===== config.mk =====
export PLATFORM = sky130hd
export DESIGN_NAME = perm8_compose_rank_unit
export DESIGN_NICKNAME = d
export VERILOG_FILES = /design/src/hdl/p8cr_pkg.sv /design/src/hdl/p8cr_unrank.sv /design/src/hdl/p8cr_datapath.sv /design/src/hdl/perm8_compose_rank_unit.sv
export SDC_FILE = /design/constraint.sdc
export NUM_CORES = 1
export LEC_CHECK = 0
export ABC_CLOCK_PERIOD_IN_PS = 9700
export BUFFER_PORTS_ARGS = -buffer_cell sky130_fd_sc_hd__buf_4
export CAP_MARGIN = 20
export CORE_ASPECT_RATIO = 1.4
export CORE_UTILIZATION = 35
export DETAILED_ROUTE_END_ITERATION = 10
export HOLD_SLACK_MARGIN = 0.06
export SLEW_MARGIN = 20
export SYNTH_ARGS = -nofsm -noshare
export SYNTH_HDL_FRONTEND = slang
export SYNTH_SLANG_ARGS = --single-unit

===== constraint.sdc =====
create_clock -name clk -period 9.7 [get_ports clk]
set_input_delay 1.94 -clock clk [delete_from_list [all_inputs] [get_ports clk]]
set_output_delay 1.94 -clock clk [all_outputs]
set_load 0.05 [all_outputs]

===== src/hdl/p8cr_pkg.sv =====
// shared types, command codes and constants for the permutation unit
package p8cr_pkg;

    localparam int N_ELEM = 8;
    localparam int ENT_W  = 3;
    localparam int PERM_W = N_ELEM * ENT_W;
    localparam int RANK_W = 16;
    localparam int IDX_W  = 16;

    localparam logic [IDX_W-1:0] N_PERMS = 16'd40320;

    // reciprocals for exact floor division of narrow values by constants
    localparam logic [13:0] RECIP_7   = 14'd9363;   // >> 16, 13-bit operand
    localparam logic [12:0] RECIP_21  = 13'd6242;   // >> 17, 12-bit operand
    localparam logic [12:0] RECIP_105 = 13'd4994;   // >> 19, 12-bit operand
    localparam logic [10:0] RECIP_105_S = 11'd1249; // >> 17, 10-bit operand
    localparam logic [10:0] RECIP_315 = 11'd1665;   // >> 19, 10-bit operand

    // factorial-base weights of the lehmer digits, position 0 least significant
    localparam logic [RANK_W-1:0] RANK_WEIGHT [N_ELEM] = '{
        16'd1, 16'd8, 16'd56, 16'd336, 16'd1680, 16'd6720, 16'd20160, 16'd40320
    };

    typedef enum logic [2:0] {
        CMD_COMPOSE  = 3'd0,
        CMD_COMPOSE3 = 3'd1,
        CMD_INVERSE  = 3'd2,
        CMD_RANK     = 3'd3,
        CMD_UNRANK   = 3'd4,
        CMD_PARITY   = 3'd5
    } cmd_t;

    typedef struct packed {
        logic [2:0]        cmd;
        logic [PERM_W-1:0] perm_a;
        logic [PERM_W-1:0] perm_b;
        logic [PERM_W-1:0] perm_c;
        logic [IDX_W-1:0]  perm_index;
    } op_beat_t;

    typedef struct packed {
        logic [PERM_W-1:0] perm_out;
        logic [RANK_W-1:0] rank_out;
        logic              odd_parity;
        logic              not_perm;
    } res_beat_t;

    function automatic logic [ENT_W-1:0] perm_entry(
        input logic [PERM_W-1:0] p,
        input logic [ENT_W-1:0]  i
    );
        perm_entry = ENT_W'(p >> (5'(i) * 5'd3));
    endfunction

endpackage


===== src/hdl/p8cr_unrank.sv =====
// lehmer decode: index modulo 40320 to a packed permutation
module p8cr_unrank (
    input  logic [p8cr_pkg::IDX_W-1:0]  perm_index,
    output logic [p8cr_pkg::PERM_W-1:0] perm
);
    import p8cr_pkg::*;

    logic [IDX_W-1:0] x;
    logic [12:0]      y;
    logic [11:0]      z;
    logic [9:0]       w;
    logic [26:0]      prod_56;
    logic [24:0]      prod_336;
    logic [24:0]      prod_1680;
    logic [20:0]      prod_6720;
    logic [20:0]      prod_20160;
    logic [9:0]       q56;
    logic [6:0]       q336;
    logic [4:0]       q1680;
    logic [2:0]       q6720;
    logic             q20160;
    logic [ENT_W-1:0] dig [N_ELEM];

    // one compare and subtract: the index is below twice the modulus
    assign x = (perm_index >= N_PERMS) ? perm_index - N_PERMS : perm_index;
    assign y = x[15:3];
    assign z = x[15:4];
    assign w = x[15:6];

    // every quotient comes straight from x, so the divides run side by side
    assign prod_56    = 27'(y) * 27'(RECIP_7);
    assign prod_336   = 25'(z) * 25'(RECIP_21);
    assign prod_1680  = 25'(z) * 25'(RECIP_105);
    assign prod_6720  = 21'(w) * 21'(RECIP_105_S);
    assign prod_20160 = 21'(w) * 21'(RECIP_315);

    assign q56    = prod_56[25:16];
    assign q336   = prod_336[23:17];
    assign q1680  = prod_1680[23:19];
    assign q6720  = prod_6720[19:17];
    assign q20160 = prod_20160[19];

    // mixed-radix digits, only the low three bits of each difference matter
    assign dig[0] = x[2:0];
    assign dig[1] = y[2:0] - q56[2:0] * 3'd7;
    assign dig[2] = q56[2:0] - q336[2:0] * 3'd6;
    assign dig[3] = q336[2:0] - q1680[2:0] * 3'd5;
    assign dig[4] = q1680[2:0] - q6720 * 3'd4;
    assign dig[5] = q6720 - {2'b00, q20160} * 3'd3;
    assign dig[6] = {2'b00, q20160};
    assign dig[7] = '0;

    // pick from the list of unused values and close the gap
    always_comb
    begin
        logic [ENT_W-1:0] avail [N_ELEM];
        perm = '0;
        for (int k = 0; k < N_ELEM; k++)
        begin
            avail[k] = ENT_W'(k);
        end
        for (int s = 0; s < N_ELEM; s++)
        begin
            perm[s*ENT_W +: ENT_W] = avail[dig[s]];
            for (int k = 0; k < N_ELEM - 1; k++)
            begin
                if (ENT_W'(k) >= dig[s])
                begin
                    avail[k] = avail[k+1];
                end
            end
            avail[N_ELEM-1] = '0;
        end
    end

endmodule


===== src/hdl/p8cr_datapath.sv =====
// single-pass logic for all commands of the permutation unit
module p8cr_datapath (
    input  p8cr_pkg::op_beat_t  op,
    output p8cr_pkg::res_beat_t res
);
    import p8cr_pkg::*;

    logic [PERM_W-1:0] unrank_perm;

    p8cr_unrank u_unrank (
        .perm_index (op.perm_index),
        .perm       (unrank_perm)
    );

    always_comb
    begin
        logic [ENT_W-1:0]  ea [N_ELEM];
        logic [ENT_W-1:0]  dgt [N_ELEM];
        logic [PERM_W-1:0] comp_ab;
        logic [PERM_W-1:0] comp_bc;
        logic [PERM_W-1:0] comp_abc;
        logic [PERM_W-1:0] inv;
        logic [RANK_W-1:0] rank_sum;
        logic [N_ELEM-1:0] used;
        logic              par;
        logic              bad;

        comp_ab  = '0;
        comp_bc  = '0;
        comp_abc = '0;
        inv      = '0;
        rank_sum = '0;
        used     = '0;
        par      = 1'b0;

        for (int i = 0; i < N_ELEM; i++)
        begin
            ea[i] = op.perm_a[i*ENT_W +: ENT_W];
            used  = used | (N_ELEM'(1) << ea[i]);
        end
        bad = (used != {N_ELEM{1'b1}});

        for (int i = 0; i < N_ELEM; i++)
        begin
            comp_ab[i*ENT_W +: ENT_W] =
                perm_entry(op.perm_a, perm_entry(op.perm_b, ENT_W'(i)));
            comp_bc[i*ENT_W +: ENT_W] =
                perm_entry(op.perm_b, perm_entry(op.perm_c, ENT_W'(i)));
        end
        for (int i = 0; i < N_ELEM; i++)
        begin
            comp_abc[i*ENT_W +: ENT_W] =
                perm_entry(op.perm_a, comp_bc[i*ENT_W +: ENT_W]);
        end

        // slot k gets the OR of every position that points at it
        for (int k = 0; k < N_ELEM; k++)
        begin
            for (int i = 0; i < N_ELEM; i++)
            begin
                if (ea[i] == ENT_W'(k))
                begin
                    inv[k*ENT_W +: ENT_W] = inv[k*ENT_W +: ENT_W] | ENT_W'(i);
                end
            end
        end

        // lehmer digit: later entries not above this one (an inversion count
        // for a true permutation, so its bits also give the parity)
        for (int i = 0; i < N_ELEM; i++)
        begin
            dgt[i] = '0;
            for (int j = 0; j < N_ELEM; j++)
            begin
                if (j > i && ea[j] <= ea[i])
                begin
                    dgt[i] = dgt[i] + ENT_W'(1);
                end
            end
            rank_sum = rank_sum + RANK_W'({13'd0, dgt[i]} * RANK_WEIGHT[i]);
            par      = par ^ dgt[i][0];
        end

        res = '0;
        res.not_perm = bad;
        unique case (op.cmd)
            CMD_COMPOSE:  res.perm_out   = comp_ab;
            CMD_COMPOSE3: res.perm_out   = comp_abc;
            CMD_INVERSE:  res.perm_out   = inv;
            CMD_RANK:     res.rank_out   = rank_sum;
            CMD_UNRANK:   res.perm_out   = unrank_perm;
            CMD_PARITY:   res.odd_parity = par & ~bad;
            default:      res.perm_out   = '0;
        endcase
    end

endmodule


===== src/hdl/perm8_compose_rank_unit.sv =====
// top level of the permutation unit: input stage, datapath, result register
// Permutation unit for 8 elements packed as eight 3-bit entries. Each beat on
// op carries a command (compose, compose3, inverse, rank, unrank, parity) and
// its operands; each accepted beat yields exactly one beat on res, in order.
// All work for a beat is done in one pass of combinational logic between the
// input stage register and the result register, so the unit takes one beat
// per cycle while res_ready is high. An accepted beat is held in the input
// stage register and moves to the result register, raising res_valid, once
// that register is empty or being drained. The deepest path is the unrank
// decode (constant-reciprocal multiplies followed by the eight-step
// selection). op_ready follows res_ready combinationally through the two
// register stages; the unit holds no state between beats.
module perm8_compose_rank_unit (
    input  logic                clk,
    input  logic                rst_n,
    input  logic                op_valid,
    output logic                op_ready,
    input  p8cr_pkg::op_beat_t  op_data,
    output logic                res_valid,
    input  logic                res_ready,
    output p8cr_pkg::res_beat_t res_data
);
    import p8cr_pkg::*;

    logic      stg_valid_reg;
    logic      stg_valid_next;
    op_beat_t  stg_data_reg;
    logic      rslt_valid_reg;
    logic      rslt_valid_next;
    res_beat_t rslt_data_reg;
    res_beat_t rslt_data_next;
    logic      rslt_load;
    logic      op_take;

    p8cr_datapath u_datapath (
        .op  (stg_data_reg),
        .res (rslt_data_next)
    );

    // the result register takes the staged beat whenever it is empty or being drained
    assign rslt_load = stg_valid_reg && (!rslt_valid_reg || res_ready);
    assign op_ready  = !stg_valid_reg || rslt_load;
    assign op_take   = op_valid && op_ready;

    always_comb
    begin
        stg_valid_next = stg_valid_reg;
        if (op_take)
        begin
            stg_valid_next = 1'b1;
        end
        else if (rslt_load)
        begin
            stg_valid_next = 1'b0;
        end

        rslt_valid_next = rslt_valid_reg;
        if (rslt_load)
        begin
            rslt_valid_next = 1'b1;
        end
        else if (res_ready)
        begin
            rslt_valid_next = 1'b0;
        end
    end

    always_ff @(posedge clk or negedge rst_n)
    begin
        if (!rst_n)
        begin
            stg_valid_reg  <= 1'b0;
            rslt_valid_reg <= 1'b0;
        end
        else
        begin
            stg_valid_reg  <= stg_valid_next;
            rslt_valid_reg <= rslt_valid_next;
        end
    end

    always_ff @(posedge clk)
    begin
        if (op_take)
        begin
            stg_data_reg <= op_data;
        end
        if (rslt_load)
        begin
            rslt_data_reg <= rslt_data_next;
        end
    end

    assign res_valid = rslt_valid_reg;
    assign res_data  = rslt_data_reg;

`ifndef ASSERT_OFF
    a_empty_stage_ready: assert property (@(posedge clk) disable iff (!rst_n)
        !stg_valid_reg |-> op_ready)
        else $error("input stage empty but op_ready low");

    a_stage_advances: assert property (@(posedge clk) disable iff (!rst_n)
        stg_valid_reg && !rslt_valid_reg |=> res_valid)
        else $error("staged beat did not reach the result register");

    a_parity_valid_perm: assert property (@(posedge clk) disable iff (!rst_n)
        res_valid && res_data.odd_parity |-> !res_data.not_perm)
        else $error("odd parity reported for a non-permutation");

    a_rank_range: assert property (@(posedge clk) disable iff (!rst_n)
        res_valid |-> res_data.rank_out < N_PERMS)
        else $error("rank out of range");
`endif

endmodule


# Yosys cells after proc, flatten, opt, wreduce, memory -nomap -nowiden
# Memory sizes are Yosys's and may differ from the RTL's.
# Cells that the tools add are included.
# totals
ff_bits	135
mem_bits_ro	24
inputBits	95
output_inout_bits	44
elab_cells	440
mem_count	1
# memory_table
memory	words	width	rd	rd_clocked_by_memory_dff	write_ports	line_no	source
(name not given)	8	3	1	0	0	p8cr_unrank.sv:64	perm[s*ENT_W +: ENT_W] = avail[dig[s]];
# classes
n_addsub	33
n_mul	38
magnitude_cmp	79
eq_ne	55
shifts	32
mux	153
bitwise_logic	22
reduce_logical	16
# op_table
cell	count
24-bit by 5-bit right shift with 3-bit output	24
3-bit two-way mux	98
3-bit by 2-bit multiplier with 5-bit output, second input constant	24
24-bit case mux with 4 select lines	1
3-bit equality test, second input constant	30
3-bit <= comparator	28
1-bit by 3-bit << shifter with 8-bit output, first input constant	8
3-bit by 1-bit adder with 3-bit output, second input constant	21
8-bit bitwise OR	7
3-bit binary-select mux with 3-bit select	6
3-bit greater-or-equal comparator, first input constant	18
3-bit by 2-bit equality test with 1-bit output, second input constant	16
2-bit two-way mux	24
10-bit by 11-bit multiplier with 20-bit output, second input constant	2
1-bit by 3-bit greater-or-equal comparator with 1-bit output, first input constant	12
2-bit by 3-bit greater-or-equal comparator with 1-bit output, first input constant	12
16-bit adder	2
4-bit greater-or-equal comparator, second input constant	7
3-bit by 1-bit equality test with 1-bit output, second input constant	8
3-bit zero test	8
3-bit inverter with 4-bit output	6
1-bit two-way mux	23
12-bit by 12-bit multiplier with 21-bit output, second input constant	1
3-bit by 7-bit multiplier with 10-bit output, second input constant	2
27 further kinds	40

# Longest topological paths before layout
# logic_depth
word_depth	21
depth_mapped	38
depth_no_buf	38

# Cells and area by module
# Synthesis repeated with hierarchy kept, for this count alone.
# hier_totals
hier_cells	2428
area_unflattened_um2	22327.7
# by_module_without_submodules
mod	n_inst	cells_each	area_each_um2	seq_area_each_um2
p8cr_unrank	1	1123	9435.3	0.0
p8cr_datapath	1	1164	8794.7	0.0
perm8_compose_rank_unit	1	141	4097.7	4043.9

# Worst setup path before layout
# OpenSTA, ideal clock, no wires.
# synth_timing
path_kind	register to register
start	register stg_data_reg[7] (netlist bit)
end	register rslt_data_reg (netlist bit res_data[35]), data pin
setup_time_ns	0.254
arrival_time_ns	8.782
required_time_ns	9.446
slack_ns	0.664
path_stages_with_launch	36
path_buffers	4
period_less_slack_ns	9.036
path_cell_list	edfxtp_1 a21oi_1 o21a_1 nor2_1 xor2_1 inv_1 fa_1 inv_1 ha_1 inv_1 fa_1 inv_1 ha_1 ha_1 ha_1 nand4_1 or2_2 a311oi_1 or4_1 and3_1 buf_2 clkbuf_1 buf_1 a21oi_1 fa_1 xnor2_1 xnor2_1 xnor2_1 xnor3_2 xnor2_2 clkbuf_1 nand3_1 a41oi_1 o21ai_1 a211o_1 a21o_1
# synth_rtl
item	line_no	source
start, declared	perm8_compose_rank_unit.sv:27	op_beat_t stg_data_reg;
start signal, assigned	perm8_compose_rank_unit.sv:86	stg_data_reg <= op_data;
end signal, assigned	perm8_compose_rank_unit.sv:90	rslt_data_reg <= rslt_data_next;
end, declared	perm8_compose_rank_unit.sv:30	res_beat_t rslt_data_reg;

==> results.py <==
metrics = {
    "synthesis": {
        "ys_top_cells_by_area": "ha_1, edfxtp_1, fa_1",
        "avgSynthCellArea_sq_um": 9.32,
        "netlist.area_leader.share_pct": 21.7,
        "synthTopCellsByCount": "ha_1, inv_1, nor2_1",
        "syn_area_sq_um": 22000,
        "synth_cell_types": 89,
        "async_flop_share_pct": 1.48,
        "synth_edf_count": 133,
        "yosysMostFrequentCell": "ha_1",
        "syn_inst": 2359,
        "synth_area_leader_cell": "ha_1",
        "ys_seq_area_share_pct": 18.4,
        "yosys_register_bits": 135,
        "ys_warn_count": 0,
        "syn_nets": 2941,
        "synth_ff_type": "edfxtp_1",
    },
    "sta": {
        "setup_slack_ns": 0.444,
        "min_period_over_period_pct": 95.4,
        "worst_pin_slew_ns": 1.09,
        "drv_slew": 0,
        "finalHoldViolCount": 0,
        "relSlewSlack_pct": 27.0,
        "setup_viol": 0,
        "min_period_ns": 9.26,
        "max_freq_mhz": 108,
        "skew_ns": 0.0247,
    },
    "min_path": {
        "min_to": "res_valid",
        "hold_path_depth": 1,
        "hp-start": "stg_valid_reg",
        "min-delay-path-class": "flip-flop to flip-flop",
    },
    "floorplan": {
        "die_w_um": 214,
        "core_area_sq_um": 62000,
        "boundaryPins": 139,
        "num_rows": 108,
        "die_h_um": 299,
        "dieArea_sq_um": 63800,
        "start_util_pct": 35.4,
    },
    "final_layout": {
        "n_fill_cell": 6130,
        "largest_reg_flops": 91,
        "diodes": 0,
        "layout-drive-gt1-share_pct": 14.7,
        "instances_no_fill": 3328,
        "syn_to_final_growth_pct": 13.4,
        "final_nets": 3072,
    },
    "clocking": {
        "numCtsBuffers": 17,
        "h-tree-depth": 4,
        "clkLatencyLatePin_ns": 0.48,
        "root_buffer": "clkbuf_16",
        "path_clk_slew_ns": 0.08,
        "clk_path_buf_depth": 2,
        "cts_tree": "done",
        "clkSinkCount": 135,
    },
    "critical_path": {
        "rrSetupSlack_ns": 0.44,
        "end_kind": "flip-flop",
        "worstPathArrival_ns": 9.47,
        "cp_common_cell": "ha_1",
        "worstSetupPathType": "flip-flop to flip-flop",
        "cp_slowest_cell": "fa_1",
        "worst_path_largest_cell_delay_ns": 0.52,
        "cp_max_fo": 14,
        "r2r_cells": 34,
        "crit_required_ns": 9.91,
        "cp-start-kind": "flip-flop",
        "worstReg2RegEnd": "res_data[30]",
        "rr_startpoint": "stg_data_reg[7]",
    },
    "drt": {
        "drt_iter0_drc": 1376,
        "wl_per_cell_um": 21.9,
        "routed_via_density": 5.74,
        "vias": 19100,
        "dr.pass1.iters": 6,
        "drc_errors": 0,
        "wl_mm": 73.0,
        "drt.antenna.violating_nets": 0,
    },
    "placement": {
        "routabilityCongestion": 0.945,
        "place_inst": 3295,
        "place_ws_ns": 0.170,
        "portBuffers": 138,
        "dp_hpwl_mm": 57.1,
    },
    "global_route": {
        "grt_use_total_pct": 23.1,
        "grt_max_degree": 63,
        "antenna_found_initial": 1,
        "grt_overflow": 0,
        "grt_pass1_wl_mm": 112,
        "grt_pass1_vias": 19700,
    },
    "status": {
        "outcome": "complete, no violations",
    },
    "flow_run": {
        "cap_violations": 0,
    },
}
logic make-up after synthesis:
group | synth area share [%]
compound gates | 15.3
simple gates | 11.1
fa+ha+maj | 31.4
buf+inv | 7.52
mux | 12.4
flops | 18.4
xor+xnor | 3.86
per-stage QoR:
step | utilization (%) | hold slack (ns) | setup TNS, ns | cell area (sq um)
after global routing | 40.2 | 0.538 | -0.106 | 24900
after global placement | 39.0 | 0.464 | 0 | 24200
final | 40.2 | 0.497 | 0 | 24900
after detailed placement | 39.0 | 0.479 | 0 | 24200
after CTS | 40.0 | 0.498 | 0 | 24800
after floorplan | - | 0.449 | 0 | 22000
routing by layer:
| metal | GRT usage (%) | part of all wire [%] |
|---|---|---|
| met5 | 0 | 0 |
| met4 | 13.3 | 6.0 |
| met3 | 2.24 | 4.4 |
| met2 | 43.6 | 54 |
| met1 | 24.5 | 36 |
worst max-delay path: cells and delay by family, from the launching register on:
kind            cells  cell delay, ns
compound gates     14            3.15
xor+xnor            2            0.40
fa+ha+maj           9            3.28
buf+inv             5            0.68
flops               1            0.45
mux                 3            0.84
simple gates        1            0.17
cells in the final DEF, fill, tap and decap left out, types with 14 or more instances in the layout:
cell type  netlist  final
nor3_1          34     33
mux2_2          15     15
xnor2_1         72     71
nand2b_1        18     18
o21ai_1         17     20
nand4_1         17     17
ha_1           381    381
nor2b_1         24     24
nand2_1        132    132
mux2i_1         89     86
o211ai_1        24     24
a21o_1          31     31
buf_4            1    197
fa_1           106    106
a21oi_1        140    139
nor2_1         149    148
nand3_1         45     45
o221ai_1        15     14
inv_1          347    347
o21ai_0        101     96
a31oi_1         43     41
edfxtp_1       133    133
and3_1          15     15
clkbuf_16        0     17
mux4_2          73     73
timing repair:
action,in CTS,in global routing
setup buffers,0,1
hold buffers,0,0
resized for setup,0,22
setup endpoints to repair,0,16
cell type report:
type                    count  area [sq um]  share of cell area [%]
clock buffers              17           425                    1.71
clock inverters            15           211                   0.848
inverters                 352          1320                    5.30
multi-input cells        1786         16400                    65.8
flip-flops and latches    135          4040                    16.2
well taps                 825          1030                    4.14
repair buffers            198          1490                    5.98
how the worst max path moves through the flow:
stage,slack (ns),startpoint,cells past startpoint,to
2_1_floorplan,0.66,stg_data_reg[7],35,res_data[35]
3_3_place_gp,0.35,stg_data_reg[15],30,res_data[35]
3_5_place_dp,0.17,stg_data_reg[7],36,res_data[33]
4_1_cts,0.11,stg_data_reg[7],36,res_data[33]
5_1_grt,-0.04,stg_data_reg[8],34,res_data[30]
6_report,0.44,stg_data_reg[7],34,res_data[30]
Power is not shown: default switching activity piles up to over one toggle a cycle in this logic, so the estimate is an artifact.
